<file path="src/design/piecewise_linear_lookup_interp_top_macros.svh">
// Assertion macros for the lookup-interpolation controller.
`ifndef PIECEWISE_LINEAR_LOOKUP_INTERP_TOP_MACROS_SVH
`define PIECEWISE_LINEAR_LOOKUP_INTERP_TOP_MACROS_SVH
`ifndef ASSERT_OFF
// Check a property on every rising clock edge outside reset.
`define PLVI_ASSERT(label, prop, msg) \
  label: assert property (@(posedge clk_i) disable iff (!rst_ni) (prop)) else $error(msg);
// Check that a condition never holds outside reset.
`define PLVI_NEVER(label, cond, msg) \
  label: assert property (@(posedge clk_i) disable iff (!rst_ni) !(cond)) else $error(msg);
`else
`define PLVI_ASSERT(label, prop, msg)
`define PLVI_NEVER(label, cond, msg)
`endif
`endif

</file>
<file path="src/design/plvi_pkg.sv">
// Types, codes and constants for the lookup-interpolation block.
`default_nettype none
package plvi_pkg;

  localparam int unsigned DefTableDepth = 16;

  localparam logic [14:0] FarLimitRst   = 15'd3200;
  localparam logic [15:0] FarVelTopRst  = 16'd10000;
  localparam logic [15:0] FarVelLowRst  = 16'd60000;

  localparam logic [1:0] CMD_CLEAR  = 2'd0;
  localparam logic [1:0] CMD_INSERT = 2'd1;
  localparam logic [1:0] CMD_QUERY  = 2'd2;

  localparam logic [1:0] ST_OK    = 2'd0;
  localparam logic [1:0] ST_EMPTY = 2'd1;
  localparam logic [1:0] ST_FULL  = 2'd2;

  localparam logic [1:0] CFG_FAR_LIMIT   = 2'd0;
  localparam logic [1:0] CFG_FAR_VEL_TOP = 2'd1;
  localparam logic [1:0] CFG_FAR_VEL_LOW = 2'd2;

  typedef struct packed {
    logic [1:0]         command;
    logic               table_select;
    logic signed [15:0] distance;
    logic [15:0]        point_velocity_in;
  } in_item_t;

  typedef struct packed {
    logic [15:0] velocity;
    logic        in_span;
    logic [1:0]  status;
  } out_item_t;

  typedef enum logic [3:0] {
    OP_NONE,
    OP_LOAD,
    OP_INS_RD,
    OP_INS_CMP,
    OP_Q_TMIN,
    OP_Q_TMAX,
    OP_Q_SPAN,
    OP_Q_LAST,
    OP_Q_FIRST,
    OP_SCAN,
    OP_MUL,
    OP_DIV_INIT,
    OP_DIV_STEP,
    OP_FIX,
    OP_EMIT
  } dp_op_e;

  typedef struct packed {
    logic full;
    logic j_zero;
    logic gt;
    logic early;
    logic last_hit;
    logic first_hit;
    logic scan_more;
    logic div_last;
  } dp_stat_t;

endpackage
`default_nettype wire

</file>
<file path="src/design/plvi_dp.sv">
// Datapath: point tables, config registers, search, multiply and divide.
`default_nettype none
module plvi_dp import plvi_pkg::*; #(
  parameter int unsigned TableDepth = DefTableDepth
) (
  input  wire logic        clk_i,
  input  wire logic        rst_ni,
  input  wire dp_op_e      op_i,
  input  wire in_item_t    in_data_i,
  input  wire logic        cfg_valid_i,
  input  wire logic [1:0]  cfg_index_i,
  input  wire logic [15:0] cfg_data_i,
  output dp_stat_t         stat_o,
  output out_item_t        res_o
);
  localparam int unsigned IW = $clog2(TableDepth);
  localparam int unsigned CW = $clog2(TableDepth + 1);
  localparam int unsigned AW = $clog2(2 * TableDepth);

  logic signed [15:0] dist_mem [2*TableDepth];
  logic [15:0]        speed_mem [2*TableDepth];

  logic [14:0] far_limit_q;
  logic [15:0] far_vel_top_q, far_vel_low_q;
  logic [CW-1:0] cnt_lo_q, cnt_hi_q;
  logic        t_q;
  logic signed [15:0] d_q, d1_q, d2_q, tmin_q, rdist_q;
  logic [15:0] vin_q, v1_q, v2_q, rspeed_q, den_q, rem_q, vel_q;
  logic [CW-1:0] j_q;
  logic [IW-1:0] i_q;
  logic signed [33:0] prod_q;
  logic        neg_q, span_q;
  logic [31:0] quo_q;
  logic [4:0]  dcnt_q;
  logic [1:0]  st_q;
  out_item_t   res_q;

  logic [CW-1:0] cur_cnt, in_cnt, last_idx, top_last_idx, j_m1, i_p2;
  logic [AW-1:0] rd_addr, wr_addr;
  logic          we, wr_new;
  logic signed [15:0] far_s;
  logic signed [16:0] dv, dd;
  logic [33:0]   mag;
  logic [16:0]   trial;
  logic          ge;
  logic signed [17:0] qv, velsum;

  function automatic logic [AW-1:0] addr_of(input logic t, input logic [IW-1:0] idx);
    addr_of = t ? AW'(TableDepth) + AW'(idx) : AW'(idx);
  endfunction

  assign cur_cnt      = t_q ? cnt_hi_q : cnt_lo_q;
  assign in_cnt       = in_data_i.table_select ? cnt_hi_q : cnt_lo_q;
  assign last_idx     = cur_cnt - CW'(1);
  assign top_last_idx = cnt_hi_q - CW'(1);
  assign j_m1         = j_q - CW'(1);
  assign i_p2         = CW'(i_q) + CW'(2);
  assign far_s        = $signed({1'b0, far_limit_q});

  assign stat_o.full      = (cur_cnt == CW'(TableDepth));
  assign stat_o.j_zero    = (j_q == '0);
  assign stat_o.gt        = (rdist_q > d_q);
  assign stat_o.early     = (d_q <= 16'sd0) || (d_q > far_s) || (cur_cnt == '0);
  assign stat_o.last_hit  = (d_q >= rdist_q);
  assign stat_o.first_hit = (d_q <= rdist_q);
  assign stat_o.scan_more = (i_p2 < cur_cnt) && (rdist_q <= d_q);
  assign stat_o.div_last  = (dcnt_q == 5'd31);

  always_comb begin
    rd_addr = '0;
    case (op_i)
      OP_INS_RD:  rd_addr = addr_of(t_q, j_m1[IW-1:0]);
      OP_Q_TMIN:  rd_addr = addr_of(1'b1, '0);
      OP_Q_TMAX:  rd_addr = addr_of(1'b1, top_last_idx[IW-1:0]);
      OP_Q_SPAN:  rd_addr = addr_of(t_q, last_idx[IW-1:0]);
      OP_Q_LAST:  rd_addr = addr_of(t_q, '0);
      OP_Q_FIRST: rd_addr = addr_of(t_q, IW'(1));
      OP_SCAN:    rd_addr = addr_of(t_q, i_p2[IW-1:0]);
      default:    rd_addr = '0;
    endcase
  end

  always_comb begin
    we     = 1'b0;
    wr_new = 1'b1;
    case (op_i)
      OP_INS_RD:  we = !stat_o.full && stat_o.j_zero;
      OP_INS_CMP: begin
        we     = 1'b1;
        wr_new = !stat_o.gt;
      end
      default:    we = 1'b0;
    endcase
  end
  assign wr_addr = addr_of(t_q, j_q[IW-1:0]);

  always_ff @(posedge clk_i) begin
    if (we) begin
      dist_mem[wr_addr]  <= wr_new ? d_q : rdist_q;
      speed_mem[wr_addr] <= wr_new ? vin_q : rspeed_q;
    end
    rdist_q  <= dist_mem[rd_addr];
    rspeed_q <= speed_mem[rd_addr];
  end

  always_ff @(posedge clk_i or negedge rst_ni) begin
    if (!rst_ni) begin
      far_limit_q   <= FarLimitRst;
      far_vel_top_q <= FarVelTopRst;
      far_vel_low_q <= FarVelLowRst;
    end else if (cfg_valid_i) begin
      case (cfg_index_i)
        CFG_FAR_LIMIT:   far_limit_q   <= cfg_data_i[14:0];
        CFG_FAR_VEL_TOP: far_vel_top_q <= cfg_data_i;
        CFG_FAR_VEL_LOW: far_vel_low_q <= cfg_data_i;
        default:         far_limit_q   <= far_limit_q;
      endcase
    end
  end

  always_ff @(posedge clk_i or negedge rst_ni) begin
    if (!rst_ni) begin
      cnt_lo_q <= '0;
      cnt_hi_q <= '0;
    end else if (op_i == OP_LOAD && in_data_i.command == CMD_CLEAR) begin
      if (in_data_i.table_select) cnt_hi_q <= '0;
      else cnt_lo_q <= '0;
    end else if (we && wr_new) begin
      if (t_q) cnt_hi_q <= cnt_hi_q + CW'(1);
      else cnt_lo_q <= cnt_lo_q + CW'(1);
    end
  end

  assign dv    = $signed({1'b0, v2_q}) - $signed({1'b0, v1_q});
  assign dd    = $signed({d_q[15], d_q}) - $signed({d1_q[15], d1_q});
  assign mag   = prod_q[33] ? 34'(-prod_q) : 34'(prod_q);
  assign trial = {rem_q, quo_q[31]};
  assign ge    = trial >= {1'b0, den_q};
  assign qv    = neg_q ? (-$signed({2'b00, quo_q[15:0]}) - $signed({17'd0, rem_q != '0}))
                       : $signed({2'b00, quo_q[15:0]});
  assign velsum = $signed({2'b00, v1_q}) + qv;

  always_ff @(posedge clk_i) begin
    case (op_i)
      OP_LOAD: begin
        t_q    <= in_data_i.table_select;
        d_q    <= in_data_i.distance;
        vin_q  <= in_data_i.point_velocity_in;
        j_q    <= in_cnt;
        vel_q  <= '0;
        span_q <= 1'b0;
        if (in_data_i.command == CMD_INSERT && in_cnt == CW'(TableDepth)) st_q <= ST_FULL;
        else if (in_data_i.command == CMD_QUERY && in_cnt == '0) st_q <= ST_EMPTY;
        else st_q <= ST_OK;
      end
      OP_INS_CMP: if (stat_o.gt) j_q <= j_m1;
      OP_Q_TMAX:  tmin_q <= rdist_q;
      OP_Q_SPAN: begin
        span_q <= (cnt_hi_q != '0) && (d_q >= tmin_q) && (d_q <= rdist_q);
        if (d_q > 16'sd0 && d_q > far_s) vel_q <= t_q ? far_vel_top_q : far_vel_low_q;
      end
      OP_Q_LAST:  if (stat_o.last_hit) vel_q <= rspeed_q;
      OP_Q_FIRST: begin
        if (stat_o.first_hit) vel_q <= rspeed_q;
        d1_q <= rdist_q;
        v1_q <= rspeed_q;
        i_q  <= '0;
      end
      OP_SCAN: begin
        // advance while the next point still lies at or below the distance
        if (stat_o.scan_more) begin
          d1_q <= rdist_q;
          v1_q <= rspeed_q;
          i_q  <= i_q + IW'(1);
        end else begin
          d2_q <= rdist_q;
          v2_q <= rspeed_q;
        end
      end
      OP_MUL: begin
        prod_q <= dv * dd;
        den_q  <= 16'(d2_q - d1_q);
      end
      OP_DIV_INIT: begin
        neg_q  <= prod_q[33];
        quo_q  <= mag[31:0];
        rem_q  <= '0;
        dcnt_q <= '0;
      end
      OP_DIV_STEP: begin
        rem_q  <= ge ? 16'(trial - {1'b0, den_q}) : trial[15:0];
        quo_q  <= {quo_q[30:0], ge};
        dcnt_q <= dcnt_q + 5'd1;
      end
      OP_FIX:  vel_q <= velsum[15:0];
      OP_EMIT: begin
        res_q.velocity <= vel_q;
        res_q.in_span  <= span_q;
        res_q.status   <= st_q;
      end
      default: vel_q <= vel_q;
    endcase
  end

  assign res_o = res_q;

endmodule
`default_nettype wire

</file>
<file path="src/design/plvi_ctrl.sv">
// Controller: sequences clear, insert and query through the datapath.
`default_nettype none
`include "piecewise_linear_lookup_interp_top_macros.svh"
module plvi_ctrl import plvi_pkg::*; (
  input  wire logic       clk_i,
  input  wire logic       rst_ni,
  input  wire logic       in_valid_i,
  input  wire logic [1:0] in_cmd_i,
  output logic            in_ready_o,
  output logic            out_valid_o,
  input  wire logic       out_ready_i,
  input  wire dp_stat_t   stat_i,
  output dp_op_e          op_o
);
  localparam logic [3:0] S_IDLE    = 4'd0;
  localparam logic [3:0] S_INS_RD  = 4'd1;
  localparam logic [3:0] S_INS_CMP = 4'd2;
  localparam logic [3:0] S_Q_TMIN  = 4'd3;
  localparam logic [3:0] S_Q_TMAX  = 4'd4;
  localparam logic [3:0] S_Q_SPAN  = 4'd5;
  localparam logic [3:0] S_Q_LAST  = 4'd6;
  localparam logic [3:0] S_Q_FIRST = 4'd7;
  localparam logic [3:0] S_SCAN    = 4'd8;
  localparam logic [3:0] S_MUL     = 4'd9;
  localparam logic [3:0] S_DIVI    = 4'd10;
  localparam logic [3:0] S_DIVS    = 4'd11;
  localparam logic [3:0] S_FIX     = 4'd12;
  localparam logic [3:0] S_WB      = 4'd13;

  logic [3:0] state_q, state_d;
  logic       out_valid_q, out_valid_d;
  logic       emit;

  assign in_ready_o  = (state_q == S_IDLE);
  assign out_valid_o = out_valid_q;
  assign emit        = (state_q == S_WB) && (!out_valid_q || out_ready_i);

  always_comb begin
    state_d = state_q;
    op_o    = OP_NONE;
    case (state_q)
      S_IDLE: if (in_valid_i) begin
        op_o = OP_LOAD;
        if (in_cmd_i == CMD_INSERT) state_d = S_INS_RD;
        else if (in_cmd_i == CMD_QUERY) state_d = S_Q_TMIN;
        else state_d = S_WB;
      end
      S_INS_RD: begin
        op_o    = OP_INS_RD;
        state_d = (stat_i.full || stat_i.j_zero) ? S_WB : S_INS_CMP;
      end
      S_INS_CMP: begin
        op_o    = OP_INS_CMP;
        state_d = stat_i.gt ? S_INS_RD : S_WB;
      end
      S_Q_TMIN: begin
        op_o    = OP_Q_TMIN;
        state_d = S_Q_TMAX;
      end
      S_Q_TMAX: begin
        op_o    = OP_Q_TMAX;
        state_d = S_Q_SPAN;
      end
      S_Q_SPAN: begin
        op_o    = OP_Q_SPAN;
        state_d = stat_i.early ? S_WB : S_Q_LAST;
      end
      S_Q_LAST: begin
        op_o    = OP_Q_LAST;
        state_d = stat_i.last_hit ? S_WB : S_Q_FIRST;
      end
      S_Q_FIRST: begin
        op_o    = OP_Q_FIRST;
        state_d = stat_i.first_hit ? S_WB : S_SCAN;
      end
      S_SCAN: begin
        op_o    = OP_SCAN;
        state_d = stat_i.scan_more ? S_SCAN : S_MUL;
      end
      S_MUL: begin
        op_o    = OP_MUL;
        state_d = S_DIVI;
      end
      S_DIVI: begin
        op_o    = OP_DIV_INIT;
        state_d = S_DIVS;
      end
      S_DIVS: begin
        op_o    = OP_DIV_STEP;
        state_d = stat_i.div_last ? S_FIX : S_DIVS;
      end
      S_FIX: begin
        op_o    = OP_FIX;
        state_d = S_WB;
      end
      S_WB: if (emit) begin
        op_o    = OP_EMIT;
        state_d = S_IDLE;
      end
      default: state_d = S_IDLE;
    endcase
  end

  // hold the result until the transfer completes
  assign out_valid_d = emit ? 1'b1 : (out_ready_i ? 1'b0 : out_valid_q);

  always_ff @(posedge clk_i or negedge rst_ni) begin
    if (!rst_ni) begin
      state_q     <= S_IDLE;
      out_valid_q <= 1'b0;
    end else begin
      state_q     <= state_d;
      out_valid_q <= out_valid_d;
    end
  end

  `PLVI_ASSERT(a_stay_idle, (state_q == S_IDLE && !in_valid_i) |=> (state_q == S_IDLE), "left idle without a transfer")
  `PLVI_ASSERT(a_div_runs, (state_q == S_DIVS && !stat_i.div_last) |=> (state_q == S_DIVS), "divide cut short")
  `PLVI_ASSERT(a_wb_emits, (state_q == S_WB && !out_valid_q) |=> out_valid_q, "result not presented")

endmodule
`default_nettype wire

</file>
<file path="src/design/piecewise_linear_lookup_interp_top.sv">
// Top level of the two-table piecewise linear velocity lookup.
// Input channel: in_valid_i/in_ready_o carry one in_item_t per transfer
// (clear, insert or query on the low or top table). Output channel:
// out_valid_o/out_ready_i return one out_item_t for every input item.
// Config channel: cfg_valid_i/cfg_ready_o with cfg_index_i and cfg_data_i
// writes far_limit, far_velocity_top, far_velocity_low; always ready.
// Sequence per item: clear or no-op goes straight to write-back; insert
// alternates a table read and a compare for each point shifted up, then
// writes the new point; query reads the top table bounds and the span,
// may end early with a clamped velocity, else scans for the segment, then
// multiplies, divides and adds. The divider is a 32-step one-bit divider,
// and the tables have a single read port.
// in_ready_o is high only in idle, so an item is not taken until the
// previous one is through; a new item is taken while the previous
// result waits in the output register.
// Reset empties both tables and loads the config defaults; point storage
// is not cleared, so no reset pass is needed.
// When the receiver stalls, the result holds and the next finished item
// waits before its write-back until the output register frees.
`default_nettype none
module piecewise_linear_lookup_interp_top import plvi_pkg::*; #(
  parameter int unsigned TableDepth = DefTableDepth
) (
  input  wire logic        clk_i,
  input  wire logic        rst_ni,
  input  wire logic        in_valid_i,
  output logic             in_ready_o,
  input  wire in_item_t    in_data_i,
  output logic             out_valid_o,
  input  wire logic        out_ready_i,
  output out_item_t        out_data_o,
  input  wire logic        cfg_valid_i,
  output logic             cfg_ready_o,
  input  wire logic [1:0]  cfg_index_i,
  input  wire logic [15:0] cfg_data_i
);
  dp_op_e   op;
  dp_stat_t stat;

  assign cfg_ready_o = 1'b1;

  plvi_ctrl u_ctrl (
    .clk_i       (clk_i),
    .rst_ni      (rst_ni),
    .in_valid_i  (in_valid_i),
    .in_cmd_i    (in_data_i.command),
    .in_ready_o  (in_ready_o),
    .out_valid_o (out_valid_o),
    .out_ready_i (out_ready_i),
    .stat_i      (stat),
    .op_o        (op)
  );

  plvi_dp #(.TableDepth(TableDepth)) u_dp (
    .clk_i       (clk_i),
    .rst_ni      (rst_ni),
    .op_i        (op),
    .in_data_i   (in_data_i),
    .cfg_valid_i (cfg_valid_i),
    .cfg_index_i (cfg_index_i),
    .cfg_data_i  (cfg_data_i),
    .stat_o      (stat),
    .res_o       (out_data_o)
  );

endmodule
`default_nettype wire
</file>
<file path="config.mk">
export PLATFORM = sky130hd
export DESIGN_NAME = piecewise_linear_lookup_interp_top
export DESIGN_NICKNAME = d
export VERILOG_FILES = /design/src/design/plvi_pkg.sv /design/src/design/plvi_dp.sv /design/src/design/plvi_ctrl.sv /design/src/design/piecewise_linear_lookup_interp_top.sv
export VERILOG_INCLUDE_DIRS = /design/src /design/src/design
export SDC_FILE = /design/constraint.sdc
export NUM_CORES = 2
export LEC_CHECK = 0
export BUFFER_PORTS_ARGS = -buffer_cell sky130_fd_sc_hd__buf_2
export CORE_MARGIN = 5
export CORE_UTILIZATION = 50
export CTS_BUF_LIST = sky130_fd_sc_hd__clkbuf_16
export DETAILED_ROUTE_END_ITERATION = 16
export PLACE_DENSITY_LB_ADDON = 0.05
export SLEW_MARGIN = 10
export SYNTH_ARGS = -nofsm -noshare
export SYNTH_HDL_FRONTEND = slang
export SYNTH_SLANG_ARGS = --single-unit
</file>
<file path="constraint.sdc">
create_clock -name clk_i -period 7.9 [get_ports clk_i]
set_input_delay 0.395 -clock clk_i [delete_from_list [all_inputs] [get_ports clk_i]]
set_output_delay 0.395 -clock clk_i [all_outputs]
set_load 0.005 [all_outputs]
</file>
==> results.ini <==
[finish]
ff_latch_area_um2 = 40900
num-nets-final = 6958
fillers = 11867
area_growth_pct = 14.8
multi_input_area_um2 = 27700
drive_gt1_share_pct = 12.6
layout.cells.non_filler = 8367

[critical_path]
critical_path_required_ps = 8400
worst_setup_path_start_kind = register
rr_endpoint = u_dp.prod_q[33]
arrival_ps = 8670
regToRegSetupSlack_ps = -270
cp.depth = 31
worst-path-buf-inv = 5
path_max_fanout = 4
worstSetupEndpointType = register
r2r_cells = 31
worstSetupPathType = reg -> reg
crit_path_frequent_cell = fa_1
critical_path.top_delay_family = adder cells
crit_slowest_cell = fa_1
r2r-start = u_dp.v2_q[5]
max_stage_delay_ps = 540

[clock_tree]
clk_pin_slew_worst_paths_ps = 60
clock_latency_ps = 780
clkSinkCount = 1381
cts_buffers = 150
cts_tree = yes
cts_root_buf = clkbuf_16
cts_buffer_depth = 3
cts_max_level = 4

[synthesis]
yosysMostFrequentCell = nand2_1
netlist_top_cells_count = nand2_1 (1318), edfxtp_1 (1287), inv_1 (499)
yosysUniqueCellTypes = 87
yosysWarnings = 0
async_flop_share_pct = 4.49
netlist_instances = 6038
yosys.area.top_type = edfxtp_1
synthFlopType = edfxtp_1
ys_seq_elements = 1381
synth-edff-count = 1287
syn_nets = 6646
synth_area_um2 = 70900
yosysSeqAreaShare_pct = 57.7
ys_top_cells_by_area = edfxtp_1 (55%), fa_1 (8.5%), nand2_1 (7.0%)
synth_top_area_share_pct = 54.5
synth_area_per_cell_um2 = 11.7

[timing]
hold_viol_final = 0
fmaxAchievable_mhz = 122
worst_slew_pin_slew_ps = 1250
fin_ws_ps = -270
rsz0062_at_grt = true
finClkSkew_ps = 49.3
min_period_over_period_pct = 103
setup_viol = 5
slew_violations = 0
min_period_ps = 8170
slew_headroom_pct = 16.4

[floorplan]
core_um2 = 141000
start_util_pct = 50.2
dieHeight_um = 386
fp.dieArea_um2 = 149000
std_cell_rows = 138
pin_count = 80
fp.dieW_um = 386

[global_route]
grt_pass1_vias = 46879
grt_usage_pct = 26.6
antenna_found_initial = 10
grt.overflow.total = 0
grt_pass1_wl_um = 301000
grt_max_degree = 165

[route]
ant_nets = 0
drt_iter0_drc = 3862
drc_errors = 0
routed_wl_um = 202000
viasPerCell = 5.72
drt_first_pass_iters = 6
vias = 47830
wl_per_cell_um = 24.2

[placement]
dp_hpwl_um = 124000
port-buffer-count = 78
dp_cells = 8021
gp_congestion = 0.915
pre_cts_ws_ps = -621

[worst_hold_path]
min_to = u_ctrl.out_valid_o
min_from = out_ready_i
min_path_type = in -> reg
hold_path_depth = 3

[run]
cap_violations = 0

[outcome]
status = complete, but fails checks
violations = negative setup slack

[cells by family after synthesis]
group / share of synthesized area [%]
buf+inv: 4.41
mux: 1.48
compound gates: 7.35
xor+xnor: 2.10
simple gates: 14.1
other cells: 0.00529
flops: 57.7
fa+ha+maj: 12.9
[through the flow]
step                      hold slack, ps  util, %  instance area, um2  setup TNS (ps)
after floorplan                     99.4        -               71000           -4.86
after global placement               407     53.4               75400           -2240
after detailed placement             407     53.4               75400           -2410
after CTS                           42.6     57.4               81100           -1120
after global routing                 117     57.6               81300           -3340
final                               94.2     57.6               81300           -1000
[area by class of cell]
type                    instances  area share [%]
diodes                          1         0.00308
clock inverters               125            1.40
inverters                     501            2.31
clock buffers                 153            4.71
well taps                    1890            2.91
repair buffers                451            4.40
multi-input cells            3865            34.0
flip-flops and latches       1381            50.2
[worst min-delay path, stage by stage]
cell	delay, ps
buf_2	80
nand2b_1	200
o21ai_0	120
[sequential cells by signal, summed over array words and instances (netlist names), 19 cells and up]
signal / cells
u_dp.dist_mem: 512
u_dp.speed_mem: 512
u_dp.prod_q: 33
u_dp.quo_q: 32
u_dp.res_o: 19
[routing by layer]
| metal | global-route usage (%) | vias up | wire length (um) | part of all wire (%) |
|---|---|---|---|---|
| li1 | - | 21840 | - | - |
| met1 | 35.4 | 24094 | 82700 | 41 |
| met2 | 45.5 | 1555 | 100000 | 50 |
| met3 | 3.73 | 339 | 12700 | 6.3 |
| met4 | 8.26 | 2 | 6560 | 3.2 |
| met5 | 0 | - | 13 | 0.0064 |
[repair_timing]
action,CTS,global route
hold endpoints to repair,128,0
resized for setup,26,47
hold buffers,51,0
setup buffers,11,6
pin swaps,36,34
setup endpoints to repair,8,13
[how the worst max path moves through the flow]
stage	to	start
after floorplan	u_dp.prod_q[33]	u_dp.v2_q[0]
after global placement	u_dp.prod_q[33]	u_dp.v2_q[0]
final	u_dp.prod_q[33]	u_dp.v2_q[5]
after global routing	u_dp.prod_q[33]	u_dp.v2_q[0]
after detailed placement	u_dp.prod_q[33]	u_dp.v2_q[0]
after CTS	u_dp.prod_q[33]	u_dp.v2_q[0]
[placed cells by master (no fill, tap or decap), types with 138 or more instances in the layout]
cell type,synthesis,routed
nand3_1,304,303
clkbuf_16,0,153
nand2_1,1318,1312
fa_1,301,297
buf_4,10,296
inv_1,499,524
a31oi_1,144,141
nor2_1,255,218
ha_1,249,238
edfxtp_1,1287,1287
and3_1,141,138
Power is left out: the tool's default activity adds up to more than one toggle a clock period on the data nets, which glitch-free logic cannot reach.
